$ cat config.mk
export PLATFORM = sky130hd
export DESIGN_NAME = stepper_ramp_controller_unit
export DESIGN_NICKNAME = d
export VERILOG_FILES = /design/src/rtl/srcu_pkg.sv /design/src/rtl/stepper_ramp_controller_unit.sv /design/src/rtl/srcu_ctrl.sv /design/src/rtl/srcu_dp.sv
export VERILOG_INCLUDE_DIRS = /design/src /design/src/rtl
export SDC_FILE = /design/constraint.sdc
export NUM_CORES = 1
export LEC_CHECK = 0
export BUFFER_PORTS_ARGS = -buffer_cell sky130_fd_sc_hd__buf_2
export CORE_UTILIZATION = 65
export CTS_BUF_LIST = sky130_fd_sc_hd__clkbuf_8
export CTS_CLUSTER_SIZE = 10
export DETAILED_ROUTE_END_ITERATION = 8
export PLACE_DENSITY = 0.83
export SETUP_SLACK_MARGIN = 0.4
export SLEW_MARGIN = 20
export SYNTH_ARGS = -nofsm -noshare
export SYNTH_HDL_FRONTEND = slang
export SYNTH_HIERARCHICAL = 1
export SYNTH_SLANG_ARGS = --single-unit
export TNS_END_PERCENT = 30
$ cat constraint.sdc
create_clock -name clk_i -period 7.42 [get_ports clk_i]
set_input_delay 2.226 -clock clk_i [delete_from_list [all_inputs] [get_ports clk_i]]
set_output_delay 2.226 -clock clk_i [all_outputs]
set_load 0.1 [all_outputs]
$ cat src/rtl/stepper_ramp_controller_unit_macros.svh
// Assertion macros for the stepper ramp controller top level.
`ifndef STEPPER_RAMP_CONTROLLER_UNIT_MACROS_SVH
`define STEPPER_RAMP_CONTROLLER_UNIT_MACROS_SVH

// Same-cycle implication, sampled on the rising clock edge, off during reset.
`define SRCU_ASSERT_IMP(lbl, clk, rst_n, ante, cons, msg) \
  lbl: assert property (@(posedge clk) disable iff (!rst_n) (ante) |-> (cons)) \
    else $error(msg);

// Next-cycle implication, sampled on the rising clock edge, off during reset.
`define SRCU_ASSERT_NXT(lbl, clk, rst_n, ante, cons, msg) \
  lbl: assert property (@(posedge clk) disable iff (!rst_n) (ante) |=> (cons)) \
    else $error(msg);

`endif

$ cat src/rtl/srcu_pkg.sv
// Types and constants shared by the stepper ramp controller modules.
`timescale 1ns / 1ps

package srcu_pkg;

  localparam int unsigned SlowW = 16;
  localparam int unsigned RampW = 12;
  localparam int unsigned PosW  = 16;
  localparam int unsigned TimeW = 32;
  localparam int unsigned ProdW = SlowW + RampW;

  // The quotient of the interpolation always fits the delay width.
  localparam int unsigned DivSteps = SlowW;
  localparam int unsigned CntW     = $clog2(DivSteps);

  localparam logic [SlowW-1:0] SlowReset = 16'd2000;
  localparam logic [SlowW-1:0] FastReset = 16'd400;
  localparam logic [RampW-1:0] RampReset = 12'd16;

  // Configuration register indexes.
  localparam logic [1:0] RegSlowDelay = 2'd0;
  localparam logic [1:0] RegFastDelay = 2'd1;
  localparam logic [1:0] RegRampSteps = 2'd2;

  typedef enum logic [6:0] {
    StIdle  = 7'b0000001,
    StEval  = 7'b0000010,
    StRange = 7'b0000100,
    StMul   = 7'b0001000,
    StDiv   = 7'b0010000,
    StFin   = 7'b0100000,
    StPush  = 7'b1000000
  } srcu_state_e;

  typedef struct packed {
    logic latch;
    logic eval;
    logic range;
    logic mul;
    logic div_step;
    logic fin;
    logic push;
  } srcu_cmd_t;

  typedef struct packed {
    logic step_ok;
    logic in_range;
  } srcu_sts_t;

endpackage

$ cat src/rtl/stepper_ramp_controller_unit.sv
// Stepper ramp controller top level: step and direction drive with a linear step-delay ramp.
`timescale 1ns / 1ps
`include "stepper_ramp_controller_unit_macros.svh"

// Each input transaction either loads a new goal position (mode 1) or presents
// the current microsecond time (mode 0), and produces exactly one result
// transaction with the step pulse, the direction level and the position.
// A goal transaction, or a time transaction that does not step, passes from
// acceptance through the evaluate and push states before the next transaction
// can be accepted. A step taken outside the ramp adds the range state, which
// loads the fast delay directly. A step inside the ramp also passes the multiply,
// divide and finish states: the next step interval is interpolated with one
// 16 by 12 bit multiply and a restoring divider by the ramp length. Every path
// waits in the push state while a previous result is held in the output register
// under stall. Configuration writes are always taken and apply from the next
// interval computed.
module stepper_ramp_controller_unit import srcu_pkg::*; (
  input  logic                    clk_i,
  input  logic                    rst_ni,
  input  logic                    in_valid_i,
  output logic                    in_stall_o,
  input  logic                    mode_i,
  input  logic        [TimeW-1:0] now_us_i,
  input  logic signed [PosW-1:0]  target_position_i,
  output logic                    out_valid_o,
  input  logic                    out_stall_i,
  output logic                    step_pulse_o,
  output logic                    direction_o,
  output logic signed [PosW-1:0]  position_o,
  input  logic                    cfg_valid_i,
  output logic                    cfg_ready_o,
  input  logic        [1:0]       cfg_index_i,
  input  logic        [SlowW-1:0] cfg_data_i
);

  srcu_cmd_t cmd;
  srcu_sts_t sts;

  assign cfg_ready_o = 1'b1;

  srcu_ctrl u_ctrl (
    .clk_i      (clk_i),
    .rst_ni     (rst_ni),
    .in_valid_i (in_valid_i),
    .in_stall_o (in_stall_o),
    .out_valid_o(out_valid_o),
    .out_stall_i(out_stall_i),
    .sts_i      (sts),
    .cmd_o      (cmd)
  );

  srcu_dp u_dp (
    .clk_i            (clk_i),
    .rst_ni           (rst_ni),
    .cmd_i            (cmd),
    .sts_o            (sts),
    .mode_i           (mode_i),
    .now_us_i         (now_us_i),
    .target_position_i(target_position_i),
    .cfg_we_i         (cfg_valid_i & cfg_ready_o),
    .cfg_index_i      (cfg_index_i),
    .cfg_data_i       (cfg_data_i),
    .step_pulse_o     (step_pulse_o),
    .direction_o      (direction_o),
    .position_o       (position_o)
  );

  // The unit works on one transaction at a time.
  `SRCU_ASSERT_NXT(a_busy_after_accept, clk_i, rst_ni, in_valid_i && !in_stall_o, in_stall_o, "input taken while a transaction is in flight")

  // A fresh result is loaded only as the sequencer returns to idle.
  `SRCU_ASSERT_IMP(a_result_at_idle, clk_i, rst_ni, $rose(out_valid_o), !in_stall_o, "result appeared while the sequencer was busy")

  // A step toward higher positions can never land on the lowest position.
  `SRCU_ASSERT_IMP(a_up_step_range, clk_i, rst_ni, out_valid_o && step_pulse_o && direction_o, position_o != 16'sh8000, "upward step reported at the lowest position")

endmodule

$ cat src/rtl/srcu_ctrl.sv
// Sequencer of the stepper ramp controller: handshakes and datapath commands.
`timescale 1ns / 1ps

module srcu_ctrl import srcu_pkg::*; (
  input  logic      clk_i,
  input  logic      rst_ni,
  input  logic      in_valid_i,
  output logic      in_stall_o,
  output logic      out_valid_o,
  input  logic      out_stall_i,
  input  srcu_sts_t sts_i,
  output srcu_cmd_t cmd_o
);

  srcu_state_e     state_q, state_d;
  logic [CntW-1:0] cnt_q, cnt_d;
  logic            out_valid_q, out_valid_d;

  always_comb begin
    state_d = state_q;
    cnt_d   = cnt_q;
    cmd_o   = '0;
    unique case (state_q)
      StIdle: begin
        if (in_valid_i) begin
          cmd_o.latch = 1'b1;
          state_d     = StEval;
        end
      end
      StEval: begin
        cmd_o.eval = 1'b1;
        state_d    = sts_i.step_ok ? StRange : StPush;
      end
      StRange: begin
        cmd_o.range = 1'b1;
        state_d     = sts_i.in_range ? StMul : StPush;
      end
      StMul: begin
        cmd_o.mul = 1'b1;
        cnt_d     = '0;
        state_d   = StDiv;
      end
      StDiv: begin
        cmd_o.div_step = 1'b1;
        cnt_d          = cnt_q + 1'b1;
        if (cnt_q == CntW'(DivSteps - 1)) begin
          state_d = StFin;
        end
      end
      StFin: begin
        cmd_o.fin = 1'b1;
        state_d   = StPush;
      end
      StPush: begin
        // The result register must be empty or draining this cycle.
        if (!out_valid_q || !out_stall_i) begin
          cmd_o.push = 1'b1;
          state_d    = StIdle;
        end
      end
      default: begin
        state_d = StIdle;
      end
    endcase
  end

  assign out_valid_d = cmd_o.push | (out_valid_q & out_stall_i);

  always_ff @(posedge clk_i or negedge rst_ni) begin
    if (!rst_ni) begin
      state_q     <= StIdle;
      cnt_q       <= '0;
      out_valid_q <= 1'b0;
    end else begin
      state_q     <= state_d;
      cnt_q       <= cnt_d;
      out_valid_q <= out_valid_d;
    end
  end

  assign in_stall_o  = (state_q != StIdle);
  assign out_valid_o = out_valid_q;

endmodule

$ cat src/rtl/srcu_dp.sv
// Datapath of the stepper ramp controller: position, timing and ramp divider.
`timescale 1ns / 1ps

module srcu_dp import srcu_pkg::*; (
  input  logic                    clk_i,
  input  logic                    rst_ni,
  input  srcu_cmd_t               cmd_i,
  output srcu_sts_t               sts_o,
  input  logic                    mode_i,
  input  logic        [TimeW-1:0] now_us_i,
  input  logic signed [PosW-1:0]  target_position_i,
  input  logic                    cfg_we_i,
  input  logic        [1:0]       cfg_index_i,
  input  logic        [SlowW-1:0] cfg_data_i,
  output logic                    step_pulse_o,
  output logic                    direction_o,
  output logic signed [PosW-1:0]  position_o
);

  // Configuration and motion state.
  logic        [SlowW-1:0] slow_q, fast_q, intv_q;
  logic        [RampW-1:0] ramp_q;
  logic signed [PosW-1:0]  cur_q, goal_q;
  logic        [TimeW-1:0] last_q;
  logic                    dir_q;

  // Latched transaction and working registers.
  logic                    mode_q;
  logic        [TimeW-1:0] now_q;
  logic signed [PosW-1:0]  target_q;
  logic                    pulse_q;
  logic        [RampW-1:0] rpos_q;
  logic        [SlowW-1:0] span_q;
  logic        [ProdW-1:0] prod_q;

  logic                    out_pulse_q, out_dir_q;
  logic signed [PosW-1:0]  out_pos_q;

  logic        [TimeW-1:0] elapsed;
  logic                    step_ok, step_up;
  logic signed [PosW:0]    gap;
  logic        [PosW:0]    gap_abs;
  logic        [PosW-1:0]  to_go, taken, rpos;
  logic        [SlowW-1:0] fast_eff, span;
  logic                    in_range;
  logic        [RampW:0]   trial, trial_sub;
  logic                    fits;

  always_comb begin
    elapsed = now_q - last_q;
    step_ok = !mode_q && (elapsed >= TimeW'(intv_q)) && (cur_q != goal_q);
    step_up = goal_q > cur_q;

    gap      = $signed({goal_q[PosW-1], goal_q}) - $signed({cur_q[PosW-1], cur_q});
    gap_abs  = gap[PosW] ? (PosW+1)'(-gap) : gap;
    to_go    = gap_abs[PosW-1:0];
    taken    = cur_q[PosW-1] ? PosW'(-cur_q) : cur_q;
    rpos     = (taken < to_go) ? taken : to_go;
    in_range = rpos < PosW'(ramp_q);
    fast_eff = (fast_q > slow_q) ? slow_q : fast_q;
    span     = slow_q - fast_eff;

    // One restoring division step; the upper part always stays below the ramp length.
    trial     = {prod_q[ProdW-1:SlowW], prod_q[SlowW-1]};
    fits      = trial >= {1'b0, ramp_q};
    trial_sub = trial - {1'b0, ramp_q};
  end

  assign sts_o.step_ok  = step_ok;
  assign sts_o.in_range = in_range;

  always_ff @(posedge clk_i or negedge rst_ni) begin
    if (!rst_ni) begin
      slow_q <= SlowReset;
      fast_q <= FastReset;
      ramp_q <= RampReset;
      cur_q  <= '0;
      goal_q <= '0;
      last_q <= '0;
      intv_q <= SlowReset;
      dir_q  <= 1'b0;
    end else begin
      if (cfg_we_i) begin
        unique case (cfg_index_i)
          RegSlowDelay: slow_q <= cfg_data_i;
          RegFastDelay: fast_q <= cfg_data_i;
          RegRampSteps: ramp_q <= cfg_data_i[RampW-1:0];
          default: ;
        endcase
      end
      if (cmd_i.eval) begin
        if (mode_q) begin
          goal_q <= target_q;
        end else if (step_ok) begin
          dir_q  <= step_up;
          cur_q  <= step_up ? cur_q + 1'b1 : cur_q - 1'b1;
          last_q <= now_q;
        end
      end
      if (cmd_i.range && !in_range) begin
        intv_q <= fast_eff;
      end
      if (cmd_i.fin) begin
        intv_q <= slow_q - prod_q[SlowW-1:0];
      end
    end
  end

  always_ff @(posedge clk_i) begin
    if (cmd_i.latch) begin
      mode_q   <= mode_i;
      now_q    <= now_us_i;
      target_q <= target_position_i;
    end
    if (cmd_i.eval) begin
      pulse_q <= step_ok;
    end
    if (cmd_i.range) begin
      rpos_q <= rpos[RampW-1:0];
      span_q <= span;
    end
    if (cmd_i.mul) begin
      prod_q <= ProdW'(span_q) * ProdW'(rpos_q);
    end else if (cmd_i.div_step) begin
      prod_q <= {(fits ? trial_sub[RampW-1:0] : trial[RampW-1:0]),
                 prod_q[SlowW-2:0], fits};
    end
    if (cmd_i.push) begin
      out_pulse_q <= pulse_q;
      out_dir_q   <= dir_q;
      out_pos_q   <= cur_q;
    end
  end

  assign step_pulse_o = out_pulse_q;
  assign direction_o  = out_dir_q;
  assign position_o   = out_pos_q;

endmodule
==> results of run 1 <==
-- metal layers --
metal	track usage [%]	part of all wire [%]
met1	39.6	42
met4	12.7	3.6
met3	4.88	5.5
met2	54.0	49
met5	0	0.023
-- registers in the layout (all words and copies together) (netlist names), 16 cells and up --
| signal | cells |
|---|---|
| u_dp/position_o | 16 |
| u_dp/target_q | 16 |
| u_dp/span_q | 16 |
| u_dp/fast_q | 16 |
| u_dp/now_q | 32 |
| u_dp/goal_q | 16 |
| u_dp/intv_q | 16 |
| u_dp/last_q | 32 |
| u_dp/prod_q | 28 |
| u_dp/cur_q | 16 |
| u_dp/slow_q | 16 |
-- final timing paths --
| path | from | to | slack [ns] | depth (start not counted) |
|---|---|---|---|---|
| max | u_dp/cur_q[5]$_DFFE_PN0P_ | u_dp/intv_q[13]$_DFFE_PN0P_ | 0.71 | 31 |
| min | u_dp/dir_q$_DFFE_PN0P_ | u_dp/direction_o$_DFFE_PP_ | 0.47 | 0 |
| max reg2reg | u_dp/cur_q[5]$_DFFE_PN0P_ | u_dp/intv_q[13]$_DFFE_PN0P_ | 0.71 | 31 |
| min reg2reg | u_dp/dir_q$_DFFE_PN0P_ | u_dp/direction_o$_DFFE_PP_ | 0.47 | 0 |
| max in group asynchronous | rst_ni | u_dp/intv_q[14]$_DFFE_PN0P_ | 4.48 | 2 |
| min in group asynchronous | rst_ni | u_dp/last_q[20]$_DFFE_PN0P_ | 1.71 | 1 |
-- cell families after synthesis --
kind of cell,after synthesis,synth area share (%)
compound gates,470,13.3
xor+xnor,112,4.24
fa+ha+maj,378,24.8
buf+inv,378,6.45
flops,261,30.5
mux,157,7.31
other cells,1,0.0160
simple gates,652,13.4
-- critical path: cells and delay by family (launching register included) --
| kind | cells | cell delay [ns] |
|---|---|---|
| compound gates | 16 | 2.71 |
| xor+xnor | 1 | 0.07 |
| fa+ha+maj | 3 | 0.92 |
| buf+inv | 4 | 0.64 |
| flops | 1 | 0.45 |
| mux | 2 | 0.42 |
| simple gates | 5 | 1.38 |
-- final cells by class --
cell class	instances	area (um^2)
clock inverters	28	174
multi-input cells	1770	15000
flip-flops and latches	261	7180
repair buffers	118	668
inverters	301	1130
well taps	461	577
diodes	1	2.50
clock buffers	50	688
fillers	2634	10100
-- stage by stage --
stage / cell area (um^2) / setup WS (ns) / instances / util [%] / hold WS (ns)
5_1_grt: 25400 / 0.328 / 2989 / 71.5 / 0.480
3_3_place_gp: 24300 / 0.436 / 2902 / 68.4 / 0.430
3_5_place_dp: 24300 / 0.350 / 2902 / 68.4 / 0.442
2_1_floorplan: 23500 / 0.849 / 2409 / - / 0.400
6_report: 25400 / 0.707 / 2990 / 71.5 / 0.474
4_1_cts: 25200 / 0.402 / 2980 / 70.8 / 0.469
-- what timing repair did --
action,CTS,global route
setup buffers,0,9
pin swaps,0,7
setup endpoints to repair,8,20
resized for setup,1,38
-- cells in the final DEF (no fill, tap or decap), types with 37 or more instances in the layout --
cell type / synthesis / routed
nor2_1: 110 / 109
inv_1: 299 / 309
buf_2: 10 / 90
nor3_1: 39 / 37
o21ai_0: 114 / 112
ha_1: 232 / 225
xnor2_1: 73 / 73
dfrtp_1: 120 / 116
clkbuf_8: 2 / 50
mux2i_1: 64 / 64
edfxtp_1: 124 / 124
nand2_1: 254 / 254
mux2_2: 84 / 84
a21o_1: 43 / 43
a21oi_1: 118 / 118
fa_1: 146 / 145
and2_1: 65 / 65
==> flow_summary_export.csv, run 1 <==
group,metric,value,unit
grt,grt_pass1_wl,91600,um
timing,fin_crit_sh,90.5,%
timing,finalSetupViolations,0,
timing,timing_hold_violations_final,0,
grt,grt_pass1_vias,18300,
timing,finalClockSkew,0.0379,ns
floorplan,io_pins,93,
critical_path,worstPathArrival,7.17,ns
critical_path,worstSetupPathType,"reg2reg",
yosys,synth.most_common_cell,"inv_1",
run_status,status,"finished, final reports clean",
route,firstDrtPassIters,5,
grt,antenna_found_initial,2,
floorplan,core-area,0.0356,mm^2
floorplan,start_util,66.1,%
yosys,synthCells,2409,
grt,grt.total_usage,31.5,%
route,vias,18100,
timing,tightest_slew,0.935,ns
clocking,clkLatencyLatePin,0.59,ns
yosys,synth_commonest_cells,"inv_1 (299), nand2_1 (254), ha_1 (232)",
critical_path,cp-end-kind,"flop",
yosys,synth.cell_area,0.0235,mm^2
floorplan,die_w,192,um
floorplan,die-height,192,um
route,viasPerCell,6.06,
grt,grt_overflow,0,
critical_path,required,7.87,ns
hold_path,hold_path_class,"reg2reg",
timing,tns,0,ns
cells_and_area,area_growth,8.18,%
clocking,hold_buffers,0,
yosys,synth_flop_cell,"edfxtp_1",
timing,fmax,0.149,GHz
floorplan,num_rows,69,
yosys,async_reset_ff_share,52.5,%
route,drtAntennaViolNets,0,
clocking,cts_sinks,261,
yosys,synth_top_area_cell,"edfxtp_1",
critical_path,cpMaxStageDelayCell,"or4b_1",
clocking,htree_num_levels,2,
yosys,synth_top_area_share,15.8,%
place,gp_congestion,0.963,
clocking,cts_made_buffers,42,
critical_path,startpoint_type,"flop",
cells_and_area,drive_above_1_share,14.4,%
clocking,cts_buffer_depth,3,
clocking,cts-root-buf,"clkbuf_8",
timing,slew_violations,0,
route,drt_drc_violations_left,0,
yosys,synth-edff-count,124,
yosys,synth.area.top_cells,"edfxtp_1 (16%), dfrtp_1 (13%), fa_1 (12%)",
yosys,yosys_register_bits,261,
critical_path,crit_fanout,17,
timing,rsz0062_at_grt,"yes",
floorplan,die_area,0.0369,mm^2
critical_path,worst_path_largest_cell_delay,0.55,ns
grt,grt_start_max_net_pins,90,
yosys,yosysWarnings,6,
clocking,clk_pin_slew,0.07,ns
place,io_buffers,91,
yosys,synth-seq-area-share,30.5,%
timing,period_minus_slack,6.71,ns
route,avgRoutedWirePerCell,18.9,um
cells_and_area,layout.nets,2944,
yosys,syn_area_per_cell,9.76,um^2
route,wirelength,56500,um
place,dp_hpwl,44200,um
route,drt-initial-drc-count,933,
job,maxCapViolations,0,
timing,slew_headroom,36.0,%
clocking,cts_tree,"done",
yosys,syn_nets,2859,
yosys,yosysUniqueCellTypes,99,
Power of run 1 is left out: the tool's default activity adds up to more than one toggle a clock period on the data nets, which glitch-free logic cannot reach.
==> run 2, diff against run 1 <==
--- a/config.mk
+++ b/config.mk
@@ -16,6 +16,5 @@
 export SLEW_MARGIN = 20
 export SYNTH_ARGS = -nofsm -noshare
 export SYNTH_HDL_FRONTEND = slang
-export SYNTH_HIERARCHICAL = 1
 export SYNTH_SLANG_ARGS = --single-unit
 export TNS_END_PERCENT = 30
==> flow_summary_export.csv, run 2 <==
group,metric,value,unit
grt,gr-max-usage-layer,"met2",
floorplan,die_area,0.0360,mm^2
clocking,clk_pin_slew,0.07,ns
critical_path,required,7.86,ns
floorplan,num_rows,68,
hold_path,hold_path_end,"u_dp.direction_o$_DFFE_PP_",
cells_and_area,drive_above_1_share,12.3,%
clocking,cts_tree,"done",
clocking,cts_buffer_depth,3,
yosys,yosys_register_bits,261,
route,drt_drc_violations_left,0,
place,gp_congestion,0.940,
yosys,synth-edff-count,124,
yosys,synthCells,2357,
route,avgRoutedWirePerCell,18.5,um
timing,tightest_slew,1.13,ns
critical_path,ff2ff_setup_slack,0.63,ns
route,drtAntennaViolNets,0,
timing,finalClockSkew,0.0248,ns
critical_path,crit_fanout,17,
yosys,synth.most_common_cell,"inv_1",
job,maxCapViolations,0,
timing,rsz0062_at_grt,"no",
yosys,synth_top_area_share,16.2,%
grt,grt_pass1_vias,18100,
floorplan,core-area,0.0346,mm^2
route,drt-initial-drc-count,1320,
hold_path,hold_path_class,"reg2reg",
timing,fmax,0.147,GHz
timing,slew_headroom,24.2,%
cells_and_area,layout.nets,2888,
yosys,synth_commonest_cells,"inv_1 (300), nand2_1 (268), ha_1 (232)",
grt,grtUsageMet3,4.69,%
route,vias,17700,
critical_path,cpMaxStageDelayCell,"or4_4",
critical_path,reg2reg_depth,26,
grt,grt_pass1_wl,89600,um
yosys,async_reset_ff_share,52.5,%
clocking,cts_made_buffers,42,
yosys,syn_area_per_cell,9.73,um^2
yosys,synth.area.top_cells,"edfxtp_1 (16%), dfrtp_1 (13%), fa_1 (13%)",
cells_and_area,reg_top3,"u_dp.last_q (32), u_dp.now_q (32), u_dp.prod_q (28)",
clocking,cts-root-buf,"clkbuf_8",
grt,antenna_found_initial,2,
critical_path,worst_path_largest_cell_delay,0.54,ns
timing,fin_crit_sh,91.5,%
cells_and_area,area_growth,7.99,%
yosys,yosysUniqueCellTypes,90,
clocking,cts_sinks,261,
yosys,synth-seq-area-share,31.3,%
clocking,hold_buffers,0,
cells_and_area,final_cell_mix,"inv_1 (311), nand2_1 (267), ha_1 (228)",
route,viasPerCell,6.04,
route,firstDrtPassIters,5,
timing,timing_hold_violations_final,0,
yosys,yosysWarnings,0,
critical_path,worstSetupPathType,"reg2reg",
timing,slew_violations,0,
floorplan,start_util,66.2,%
yosys,synth_top_area_cell,"edfxtp_1",
grt,met1_usage,39.6,%
hold_path,hold_depth,0,
run_status,status,"finished, final reports clean",
grt,grt.total_usage,31.0,%
critical_path,startpoint_type,"flop",
timing,tns,0,ns
cells_and_area,mostFrequentLayoutCell,"inv_1",
route,wirelength,54200,um
place,io_buffers,91,
timing,finalSetupViolations,0,
yosys,synth.cell_area,0.0229,mm^2
place,dp_hpwl,42200,um
critical_path,cp-end-kind,"flop",
clocking,clkLatencyLatePin,0.57,ns
clocking,htree_num_levels,2,
critical_path,r2r-start,"u_dp.cur_q[0]$_DFFE_PN0P_",
timing,period_minus_slack,6.79,ns
grt,grt_start_max_net_pins,82,
critical_path,cp_top_family,"compound AO/OA/AOI/OAI gates",
grt,grt_overflow,0,
critical_path,crit_buf_inv,1,
yosys,synth_flop_cell,"edfxtp_1",
hold_path,hp-start,"u_dp.dir_q$_DFFE_PN0P_",
grt,use_met2,53.3,%
critical_path,worstPathArrival,7.23,ns
floorplan,io_pins,93,
floorplan,die_w,190,um
critical_path,rr_endpoint,"u_ctrl.state_q[6]$_DFFE_PN0P_",
floorplan,die-height,190,um
yosys,syn_nets,2807,
## run 2: changes by cell type in the layout (fill, tap and decap cells not counted), moves of 14 or more
cell | previous run | this run
mux2_1 | 1 | 36
nand3_1 | 31 | 48
a21o_1 | 43 | 58
mux2_2 | 84 | 53
mux2i_1 | 64 | 29
a31oi_1 | 13 | 27
## run 2: worst max-delay path by stage
stage                              startpoint                             to  depth (start not counted)
floorplan           u_dp.cur_q[0]$_DFFE_PN0P_  u_ctrl.state_q[6]$_DFFE_PN0P_                         29
global placement    u_dp.cur_q[0]$_DFFE_PN0P_  u_ctrl.state_q[6]$_DFFE_PN0P_                         28
detailed placement  u_dp.cur_q[0]$_DFFE_PN0P_  u_ctrl.state_q[6]$_DFFE_PN0P_                         28
CTS                 u_dp.cur_q[0]$_DFFE_PN0P_  u_ctrl.state_q[6]$_DFFE_PN0P_                         28
global route        u_dp.cur_q[0]$_DFFE_PN0P_  u_ctrl.state_q[6]$_DFFE_PN0P_                         28
finish              u_dp.cur_q[0]$_DFFE_PN0P_  u_ctrl.state_q[6]$_DFFE_PN0P_                         26
## run 2: layer usage
metal  share of wire (%)  vias up
li1                    -     8274
met1                  42     8693
met2                  49      587
met3                 5.6      127
met4                 3.4        0
met5                   0        -
## run 2: stage by stage
step	setup WS [ns]	hold WS [ns]	util, %	instances	cell area (um^2)
after floorplan	1.04	0.400	-	2357	22900
after global placement	0.602	0.460	68.6	2841	23800
after detailed placement	0.372	0.453	68.6	2841	23800
after CTS	0.449	0.478	71.1	2920	24600
after global routing	0.359	0.489	71.5	2925	24800
final	0.628	0.474	71.5	2927	24800
## run 2: logic make-up (layout without fill, tap and decap cells)
logic type | after synthesis | after routing | share of synthesized area, %
buffers and inverters | 376 | 488 | 6.36
and+or+nand+nor | 644 | 644 | 13.6
DFF | 261 | 261 | 31.3
adders and majority gates | 378 | 378 | 25.4
xor gates and xnor gates | 119 | 119 | 4.58
muxes | 118 | 118 | 5.64
other | 1 | 3 | 0.0164
AOI/OAI and AO/OA | 460 | 461 | 13.1
## run 2: what timing repair did
action | in CTS | in global routing
cloned | 1 | 0
gates resized for setup | 2 | 26
pin swaps | 0 | 4
setup buffers | 2 | 5
endpoints found under the setup margin | 2 | 17
## run 2: cell type report
type | count | area (um^2)
multi-input combinational | 1721 | 14400
clock inverter | 23 | 97.6
fill | 2482 | 9860
clock buffer | 53 | 729
timing repair buffer | 111 | 616
inverter | 301 | 1130
antenna | 2 | 5.00
tap | 455 | 569
sequential | 261 | 7180
Power of run 2 is left out for the same reason.
